## config.mk

```make
export PLATFORM = sky130hd
export DESIGN_NAME = pdc_sqrt_cell
export DESIGN_NICKNAME = d
export VERILOG_FILES = /design/src/rtl/pdc_pkg.sv /design/src/rtl/pdc_sqrt_cell.sv
export SDC_FILE = /design/constraint.sdc
export NUM_CORES = 1
export LEC_CHECK = 0
export BUFFER_PORTS_ARGS = -buffer_cell sky130_fd_sc_hd__buf_4
export CORE_AREA = 2 2 255 257
export DETAILED_ROUTE_END_ITERATION = 10
export DIE_AREA = 0 0 257 259
export SYNTH_ARGS = -nofsm -noshare
export SYNTH_HDL_FRONTEND = slang
export SYNTH_SLANG_ARGS = --single-unit
```

## constraint.sdc

```tcl
create_clock -name clock -period 3.9 [get_ports clock]
set_clock_uncertainty 0.05 [all_clocks]
set_input_delay 0.39 -clock clock [delete_from_list [all_inputs] [get_ports clock]]
set_output_delay 0.39 -clock clock [all_outputs]
set_load 0.02 [all_outputs]
```

## src/rtl/pdc_pkg.sv

```systemverilog
package pdc_pkg;

   // Field and datapath widths.
   localparam int CoordW   = 32;
   localparam int Axes     = 3;
   localparam int Lanes    = 2 * Axes;
   localparam int DiffW    = CoordW + 1;
   localparam int ShiftW   = 2;
   localparam int NarrowW  = 31;
   localparam int SquareW  = 2 * NarrowW;
   localparam int RadW     = 64;
   localparam int RootW    = RadW / 2;
   localparam int SqRemW   = RootW + 1;
   localparam int SqTrialW = SqRemW + 2;
   localparam int LenW     = RootW + ShiftW;
   localparam int WsumW    = CoordW + 1;
   localparam int CmagW    = LenW;
   localparam int ProdW    = LenW + WsumW;
   localparam int ProdLoW  = 34;
   localparam int ProdHiW  = ProdW - ProdLoW;
   localparam int NumW     = ProdW + CoordW;
   localparam int QuoW     = CoordW;
   localparam int DivRemW  = ProdW;
   localparam int SqrtSteps = RootW;
   localparam int DivSteps  = QuoW;

   // Result status codes.
   typedef enum logic [1:0] {
      STATUS_OK    = 2'd0,
      STATUS_DEGEN = 2'd1,
      STATUS_SAT   = 2'd2
   } status_type;

   // Per-edge values that ride along the square root chain.
   typedef struct packed {
      logic [Axes-1:0][DiffW-1:0] mag;
      logic [Axes-1:0]            dneg;
      logic [ShiftW-1:0]          shift;
      logic [CoordW-1:0]          w1;
      logic [CoordW-1:0]          w2;
      logic [CoordW-1:0]          rest;
   } edge_side_type;

   // Working state of one square root cell.
   typedef struct packed {
      logic [SqRemW-1:0] rem;
      logic [RootW-1:0]  root;
      logic [RadW-1:0]   rad;
   } sqrt_state_type;

   // Working state of one divider cell.
   typedef struct packed {
      logic [DivRemW-1:0] rem;
      logic [ProdW-1:0]   den;
      logic [QuoW-1:0]    low;
      logic [QuoW-1:0]    quo;
      logic               neg;
      logic               big;
   } div_state_type;

   // Control that travels beside the divider lanes.
   typedef struct packed {
      logic vld;
      logic degen;
   } div_ctrl_type;

endpackage

```

## src/rtl/pdc_sqrt_cell.sv

```systemverilog
module pdc_sqrt_cell import pdc_pkg::*; (
   input  logic           clock,
   input  logic           reset,
   input  logic           en,
   input  logic           in_vld,
   input  sqrt_state_type in_st,
   input  edge_side_type  in_side,
   output logic           out_vld,
   output sqrt_state_type out_st,
   output edge_side_type  out_side
);

   logic           vld_ff;
   sqrt_state_type st_ff;
   sqrt_state_type st_in;
   edge_side_type  side_ff;
   logic [SqTrialW-1:0] acc;
   logic [SqTrialW-1:0] trial;

   // One result bit: bring in two radicand bits and try the next root bit.
   always_comb begin
      acc      = {in_st.rem, in_st.rad[RadW-1 -: 2]};
      trial    = {1'b0, in_st.root, 2'b01};
      st_in.rad = in_st.rad << 2;
      if (acc >= trial) begin
         st_in.rem  = SqRemW'(acc - trial);
         st_in.root = {in_st.root[RootW-2:0], 1'b1};
      end else begin
         st_in.rem  = SqRemW'(acc);
         st_in.root = {in_st.root[RootW-2:0], 1'b0};
      end
   end

   // Valid bit of this cell.
   always_ff @(posedge clock) begin
      if (reset) begin
         vld_ff <= 1'b0;
      end else if (en) begin
         vld_ff <= in_vld;
      end
   end

   // Working state and the values that ride along.
   always_ff @(posedge clock) begin
      if (en) begin
         st_ff   <= st_in;
         side_ff <= in_side;
      end
   end

   assign out_vld  = vld_ff;
   assign out_st   = st_ff;
   assign out_side = side_ff;

endmodule

```

==> results.yml <==
setup_path:
  path_max_fanout: 24
  worst_setup_path_end_kind: "flip-flop"
  worstPathArrival_ns: 3.96
  cp.required_ns: 4.13
  start_kind: "primary input"
  critPathKind: "in -> reg"
  r2r.worst_path.cells: 2
clocking:
  insertion_delay_ns: 0.54
  cts_buffer_depth: 3
  htreeDepth: 2
  clkTransAtPathRegs_ns: 0.05
  cts_tree: "built"
  cts_setup_buffers: 0
  cts_root_buf: "clkbuf_16"
  cts_buffers: 40
  clock_sinks: 328
power:
  power_density_mw_per_mm2: 440
  p_leak_nw: 9.52
  ir_drop_mv: 0.322
synthesis:
  synth-seq-cells: 328
  synth_edf_count: 327
  async_reset_ff_share_pct: 0
  synth_ff_type: "edfxtp_1"
  ys_warn_count: 0
  syn_area_per_cell_sq_um: 18.0
  synth_area_sq_mm: 0.0125
  syn_inst: 691
  synth.distinct_cells: 59
  ys_seq_area_share_pct: 79.0
final_layout:
  syn_to_final_growth_pct: 82.4
  drive_gt1_share_pct: 44.6
  layout.nets: 2059
  nFillCells: 6078
  final-instance-count-excl-fill: 2580
die:
  core_sq_mm: 0.0639
  fp-row-count: 93
  fp.dieH_um: 259
  ios: 663
  fp.dieArea_sq_mm: 0.0666
  die_x_um: 257
  initial_core_util_pct: 19.5
timing:
  max_freq_ghz: 0.268
  slew_viol_final: 0
  setup_violations: 0
  rsz0062_at_grt: "false"
  period_needed_ns: 3.73
  setup_tns_ns: 0
  finalWorstSetupSlack_ns: 0.174
  relSlewSlack_pct: 51.4
  hold_viol: 0
  whs_ns: 0.0561
  finalCritPeriodShare_pct: 95.5
  tightest_slew_ns: 0.711
route:
  vias: 10500
  wl_per_cell_um: 22.2
  wl_um: 57300
  drt_iter0_drc: 791
  via_per_inst: 4.06
  first_pass_iters: 6
  ant_nets: 0
  drc_errors: 0
global_route:
  grt_pass1_vias: 11100
  grt_usage_pct: 16.4
  grt_max_degree: 91
  antenna_found_initial: 8
  grt_pass1_wl_um: 79600
  grt.overflow.total: 0
place:
  dp_slack_ns: 0.188
  placedCellCount: 2211
  gp_congestion: 0.925
  dpl.hpwl_um: 43200
  portBuffers: 660
run_status:
  status: "finished, final reports clean"
run:
  maxCapViolations: 0
min_path:
  whs_path_depth: 3
  min_path_type: "in -> reg"
-- worst paths after layout --
kind | start | slack (ns) | endpoint
worst max-delay path | in_st[70] | 0.17 | out_st[102]
worst min-delay path | in_vld | 0.06 | out_vld
worst max register to register | out_vld | 3.27 | out_vld
worst min register to register | out_vld | 0.45 | out_vld
-- area by class of cell --
cell class / count / area (sq um) / share of cell area, %
inverter: 46 / 180 / 0.793
tap: 855 / 1070 / 4.71
multi-input combinational: 308 / 2340 / 10.3
antenna: 6 / 15.0 / 0.0661
timing repair buffer: 968 / 8050 / 35.4
sequential: 328 / 9840 / 43.3
clock buffer: 47 / 1030 / 4.52
clock inverter: 22 / 191 / 0.843
-- Yosys cell counts (11+ instances only) --
library cell,instances,area (sq um)
mux2_4,18,270
a21oi_1,35,175
a21o_1,11,82.6
o21ai_0,25,125
ha_1,34,425
nand3_1,12,60.1
xnor2_1,18,158
nor2_1,26,97.6
inv_1,45,169
edfxtp_1,327,9820
nand2_1,26,97.6
-- state kept, by name, summed over array words and instances (netlist names) --
name and count:
out_side 200, out_st 127, out_vld 1
-- where the power goes --
| group | total, mW | internal, mW | switching (mW) |
|---|---|---|---|
| Sequential | 4.34 | 4.24 | 0.0996 |
| Combinational | 2.10 | 0.987 | 1.11 |
| Clock | 3.56 | 2.02 | 1.53 |
| Total | 9.99 | 7.25 | 2.75 |
-- placed cells by master, fill, tap and decap left out, types with 12 or more instances in the layout --
master and count:
buf_4 670, edfxtp_1 327, dlygate4sd3_1 294, inv_1 45, clkbuf_16 40, a21oi_1 35
ha_1 34, nand2_1 26, nor2_1 26, o21ai_0 25, xnor2_1 18, mux2_4 18
nand3_1 12
-- kinds of logic after synthesis --
group	after synthesis	share of synthesized area, %
AOI/OAI and AO/OA	122	6.91
other	1	0.0301
xor gates and xnor gates	25	1.76
muxes	24	2.69
and+or+nand+nor	101	3.95
adders and majority gates	34	3.42
DFF	328	79.0
buffers and inverters	56	2.21
-- worst max-delay path, stage by stage --
cell,delay (ns)
dlygate4sd3_1,0.53
buf_4,0.11
inv_1,0.04
ha_1,0.39
nand2_1,0.15
o21a_1,0.20
o21ai_0,0.40
o2111ai_2,0.28
a2111oi_4,0.51
o211ai_4,0.13
and2_4,0.22
inv_8,0.23
mux2_2,0.37
-- repair_timing --
action	CTS	global route
hold endpoints to repair	294	0
hold buffers	294	0
resized for setup	0	0
-- stage by stage --
step	power (mW)	utilization (%)	cell area, sq um
after global routing	10.4	35.5	22700
after CTS	10.1	35.5	22700
final	9.99	35.6	22700
after floorplan	5.19	-	12500
after detailed placement	6.24	29.0	18500
after global placement	6.24	29.0	18500
-- metal layers --
layer	part of all wire (%)	track usage (%)	vias up
met4	6.1	8.79	6
met2	50	28.6	554
li1	-	-	4691
met1	36	17.6	5106
met3	8.1	5.31	107
met5	0.068	0	-
No activity file was read; power rests on OpenSTA's default activity.
