<file path="src/rtl/pdc_pkg.sv">
package pdc_pkg;

   // Field and datapath widths.
   localparam int CoordW   = 32;
   localparam int Axes     = 3;
   localparam int Lanes    = 2 * Axes;
   localparam int DiffW    = CoordW + 1;
   localparam int ShiftW   = 2;
   localparam int NarrowW  = 31;
   localparam int SquareW  = 2 * NarrowW;
   localparam int RadW     = 64;
   localparam int RootW    = RadW / 2;
   localparam int SqRemW   = RootW + 1;
   localparam int SqTrialW = SqRemW + 2;
   localparam int LenW     = RootW + ShiftW;
   localparam int WsumW    = CoordW + 1;
   localparam int CmagW    = LenW;
   localparam int ProdW    = LenW + WsumW;
   localparam int ProdLoW  = 34;
   localparam int ProdHiW  = ProdW - ProdLoW;
   localparam int NumW     = ProdW + CoordW;
   localparam int QuoW     = CoordW;
   localparam int DivRemW  = ProdW;
   localparam int SqrtSteps = RootW;
   localparam int DivSteps  = QuoW;

   // Result status codes.
   typedef enum logic [1:0] {
      STATUS_OK    = 2'd0,
      STATUS_DEGEN = 2'd1,
      STATUS_SAT   = 2'd2
   } status_type;

   // Per-edge values that ride along the square root chain.
   typedef struct packed {
      logic [Axes-1:0][DiffW-1:0] mag;
      logic [Axes-1:0]            dneg;
      logic [ShiftW-1:0]          shift;
      logic [CoordW-1:0]          w1;
      logic [CoordW-1:0]          w2;
      logic [CoordW-1:0]          rest;
   } edge_side_type;

   // Working state of one square root cell.
   typedef struct packed {
      logic [SqRemW-1:0] rem;
      logic [RootW-1:0]  root;
      logic [RadW-1:0]   rad;
   } sqrt_state_type;

   // Working state of one divider cell.
   typedef struct packed {
      logic [DivRemW-1:0] rem;
      logic [ProdW-1:0]   den;
      logic [QuoW-1:0]    low;
      logic [QuoW-1:0]    quo;
      logic               neg;
      logic               big;
   } div_state_type;

   // Control that travels beside the divider lanes.
   typedef struct packed {
      logic vld;
      logic degen;
   } div_ctrl_type;

endpackage

</file>
<file path="src/rtl/pdc_div_cell.sv">
module pdc_div_cell import pdc_pkg::*; (
   input  logic          clock,
   input  logic          en,
   input  div_state_type in_st,
   output div_state_type out_st
);

   div_state_type       st_ff;
   div_state_type       st_in;
   logic [DivRemW:0]    acc;
   logic [DivRemW:0]    dvs;

   // One quotient bit of a restoring division.
   always_comb begin
      st_in = in_st;
      acc   = {in_st.rem, in_st.low[QuoW-1]};
      dvs   = {1'b0, in_st.den};
      st_in.low = in_st.low << 1;
      if (acc >= dvs) begin
         st_in.rem = DivRemW'(acc - dvs);
         st_in.quo = {in_st.quo[QuoW-2:0], 1'b1};
      end else begin
         st_in.rem = acc[DivRemW-1:0];
         st_in.quo = {in_st.quo[QuoW-2:0], 1'b0};
      end
   end

   always_ff @(posedge clock) begin
      if (en) begin
         st_ff <= st_in;
      end
   end

   assign out_st = st_ff;

endmodule

</file>
<file path="config.mk">
export PLATFORM = sky130hd
export DESIGN_NAME = pdc_div_cell
export DESIGN_NICKNAME = d
export VERILOG_FILES = /design/src/rtl/pdc_pkg.sv /design/src/rtl/pdc_div_cell.sv
export SDC_FILE = /design/constraint.sdc
export NUM_CORES = 1
export LEC_CHECK = 0
export ABC_AREA = 1
export BUFFER_PORTS_ARGS = -buffer_cell sky130_fd_sc_hd__buf_4
export CAP_MARGIN = 10
export CORE_MARGIN = 5
export CORE_UTILIZATION = 30
export DETAILED_ROUTE_END_ITERATION = 10
export GPL_ROUTABILITY_DRIVEN = 0
export PLACE_DENSITY_LB_ADDON = 0.08
export SLEW_MARGIN = 20
export SYNTH_ARGS = -nofsm -noshare
export SYNTH_HDL_FRONTEND = slang
export SYNTH_SLANG_ARGS = --single-unit
</file>
<file path="constraint.sdc">
create_clock -name clock -period 2.21 [get_ports clock]
set_input_delay 0.221 -clock clock [delete_from_list [all_inputs] [get_ports clock]]
set_output_delay 0.221 -clock clock [all_outputs]
set_load 0.02 [all_outputs]
</file>
==> results.md <==
| Item | Value |
| --- | --- |
| Result of the run | complete, no violations |
| Leading cell type by number of instances after synthesis | sky130_fd_sc_hd__nand2_1 |
| Fraction of synthesized cell area taken by the top area cell type | 45.9% |
| Multi-input gate area in the final layout | 5710 µm² |
| Height of the die | 218 µm |
| Worst stage delay on the critical path | 0.53 ns |
| Clock period minus final worst setup slack | 2.13 ns |
| Total CTS buffers | 17 |
| Hold/Removal Path Class | in2reg |
| Post-route DRC violation count | 0 |
| Global-route layer with the greatest usage | met2 |
| Routing usage on met2 | 36.2% |
| Register clock-pin slew on the reported worst setup and hold paths | 0.08 ns |
| Rel. slew slack | 67.0% |
| CP Data Required Time | 2.47 ns |
| Sequential group share of total power | 37.5% |
| MaxCap Viol Count | 0 |
| Port buffer count | 399 |
| Hold wc startpoint | in_st[180] |
| Switching power share of the total | 33.4% |
| Met1 global-route usage | 30.7% |
| Most instantiated cells after synthesis | 667 x sky130_fd_sc_hd__nand2_1, 319 x sky130_fd_sc_hd__inv_1, 199 x sky130_fd_sc_hd__edfxtp_1 |
| Vias after detailed routing | 14100 |
| Routed length per placed instance | 16.7 µm |
| Share of post-route cells with drive strength above 1 | 31.4% |
| Post-Place Cells | 3031 |
| Setup TNS after final layout | 0 ns |
| Cell Int Power | 8.45 mW |
| Largest register FFs | 199 |
| Effective utilization at floorplan | 30.3% |
| VDD IR-drop max | 514 µV |
| Maximum number of pins on one net before global-route repair | 65 |
| Initial DRC Count | 904 |
| TritonCTS clock tree | done |
| Chip width | 218 µm |
| Sequential share of the synthesized area | 45.9% |
| Vias/cell | 4.36 |
| Warnings from Yosys | 0 |
| Endpoint of the worst hold path | out_st[181]$_DFFE_PP_ |
| First-pass iteration count of the detailed router | 5 |
| Clock Path Buffers | 2 |
| Unrepaired setup endpoints after global routing | false |
| Filler Cell Count | 4326 |
| Hold Path Stages | 3 |
| Row cnt | 76 |
| Global-route wire length before repair | 81.8 mm |
| NetSw | 4.24 mW |
| Startpoint type of the worst setup path | primary input |
| Max stage delay cell, worst path | sky130_fd_sc_hd__dlygate4sd3_1 |
| Antenna Violating Nets Remaining | 0 |
| Path type of the worst setup path | in2reg |
| Clock Root Buffer | sky130_fd_sc_hd__clkbuf_16 |
| Number of unique standard cell types used by synthesis | 31 |
| Antenna violations before repair | 0 |
| Area contributors post-synth | sky130_fd_sc_hd__edfxtp_1 46%, sky130_fd_sc_hd__nand2_1 19%, sky130_fd_sc_hd__inv_1 9.2% |
| Maximum fanout along the worst path | 21 |
| Power density normalized to cell area | 584 nW/µm² |
| Total inserted antenna cells | 0 |
| Total clock sinks | 199 |
| Worst Path Arrival | 2.39 ns |
| Buffers and inverters on the worst path | 5 |
| Leakage power | 11.3 nW |
| Via count of the first global-routing pass | 14400 |
| Area of the die | 47700 µm² |
| Core ar. | 43000 µm² |
| Number of nets in the final layout | 2912 |
| Worst Hold Slack | 0.0613 ns |
| Final instance count without filler cells | 3240 |
| Number of instances in the synthesized netlist | 1723 |
| Fraction of power consumed by the clock network | 26.4% |
| Total count of hold-check failures in the final report | 0 |
| Layout-stage area growth over the synthesis result | 66.8% |
| Mean cell area of the mapped netlist | 7.55 µm² |
| FF+latch count, synth | 199 |
| Capturing element type of the critical path | flip-flop |
| All-layer global routing usage | 22.5% |
| Fraction of the cycle the final worst path needs | 96.4% |
| Post-Syn Area | 13000 µm² |
| Cell family with the largest share of critical-path delay | buffers and inverters |
| Number of enable-type register cells in the synthesized netlist | 199 |
| H-Tree Depth | 4 |
| HPWL reported at the end of detailed placement | 44.4 mm |
| Most used DFF post-synth | sky130_fd_sc_hd__edfxtp_1 |
| Max-slew violation count | 0 |
| Global-route track usage on met3 | 5.14% |
| GRT overflow | 0 |
| Async set-reset flop share out of synthesis | 0% |
| Critical-path cell list | dlygate4sd3_1 > buf_4 > inv_1 > ha_1 > a21oi_1 > o21ai_0 > a21oi_2 > nand2_4 > buf_4 > buf_12 > nand2_1 > nand2_1 |
| Detailed-route wire length | 54.0 mm |
| Combinational share of power | 36.1% |
| Number of top-level pins | 402 |
| Storage cell area | 5980 µm² |
| Fmax | 470 MHz |
| Final Setup Violations | 0 |
| Cell taking the most area after synthesis | sky130_fd_sc_hd__edfxtp_1 |
| Transition time at the pin with the least slew margin | 0.490 ns |
| Synthesized netlist net count | 1993 |
-- layout by cell type, fill, tap and decap left out, types with 12 or more instances in the layout --
cell,n
sky130_fd_sc_hd__a21oi_1,72
sky130_fd_sc_hd__buf_4,730
sky130_fd_sc_hd__clkbuf_16,17
sky130_fd_sc_hd__dlygate4sd3_1,177
sky130_fd_sc_hd__edfxtp_1,199
sky130_fd_sc_hd__ha_1,67
sky130_fd_sc_hd__inv_1,319
sky130_fd_sc_hd__inv_2,21
sky130_fd_sc_hd__nand2_1,663
sky130_fd_sc_hd__nand2_2,17
sky130_fd_sc_hd__nand3_1,82
sky130_fd_sc_hd__nand3b_1,13
sky130_fd_sc_hd__nand4_1,14
sky130_fd_sc_hd__nor2_1,121
sky130_fd_sc_hd__nor2_2,12
sky130_fd_sc_hd__o21ai_0,27
sky130_fd_sc_hd__xor2_1,32
-- power groups by stage --
stage	clock [mW]	sequential (mW)	combinational, mW
2_1_floorplan	0	5.34	1.46
3_3_place_gp	0	4.85	4.30
3_5_place_dp	0	4.85	4.31
4_1_cts	3.50	4.77	4.58
5_1_grt	3.65	4.80	4.99
6_report	3.35	4.76	4.58
-- worst max path at each step --
stage               start                    end  slack, ns  depth (start not counted)
2_1_floorplan   in_st[65]  out_st[147]$_DFFE_PP_       0.02                         16
3_3_place_gp    in_st[92]  out_st[184]$_DFFE_PP_      -0.54                         14
3_5_place_dp    in_st[92]  out_st[184]$_DFFE_PP_      -0.53                         14
4_1_cts         in_st[92]  out_st[184]$_DFFE_PP_      0.007                         14
5_1_grt        in_st[197]  out_st[178]$_DFFE_PP_       0.02                         13
6_report       in_st[131]  out_st[134]$_DFFE_PP_       0.08                         12
-- routing by layer --
metal,part of all wire (%),routed length [µm]
met4,1.7,924
met2,45,24200
met5,0,0
met3,7.2,3910
met1,46,24900
-- layout make-up --
type                       instances  share of cell area, %
timing repair buffer             915                   34.1
clock inverter                    14                  0.842
tap                              585                   3.37
multi-input combinational       1169                   26.3
clock buffer                      18                   1.98
sequential                       199                   27.5
inverter                         340                   5.88
-- timing repair --
item	4_1_cts	5_1_grt
hold buffers	177	0
endpoints found under the hold margin	177	0
resized for setup	0	14
endpoints found under the setup margin	0	60
buffers inserted	0	0
-- through the flow --
step	instance area [µm²]	setup WS (ns)	util (%)	total power, mW
after CTS	21700	0.00749	50.4	12.8
after detailed placement	19300	-0.532	44.8	9.16
after global routing	21700	0.0156	50.5	13.4
after global placement	19300	-0.537	44.8	9.15
final	21700	0.0804	50.5	12.7
after floorplan	13000	0.0228	-	6.80
-- logic make-up after synthesis --
kind of cell,synth area share [%]
AO/OA/AOI/OAI,4.98
XOR/XNOR,2.29
adder cells (fa/ha/maj),6.59
buffers and inverters,10.7
flip-flops,45.9
other,0.0288
AND/OR/NAND/NOR,29.5
(Power assumes the default switching activity.)
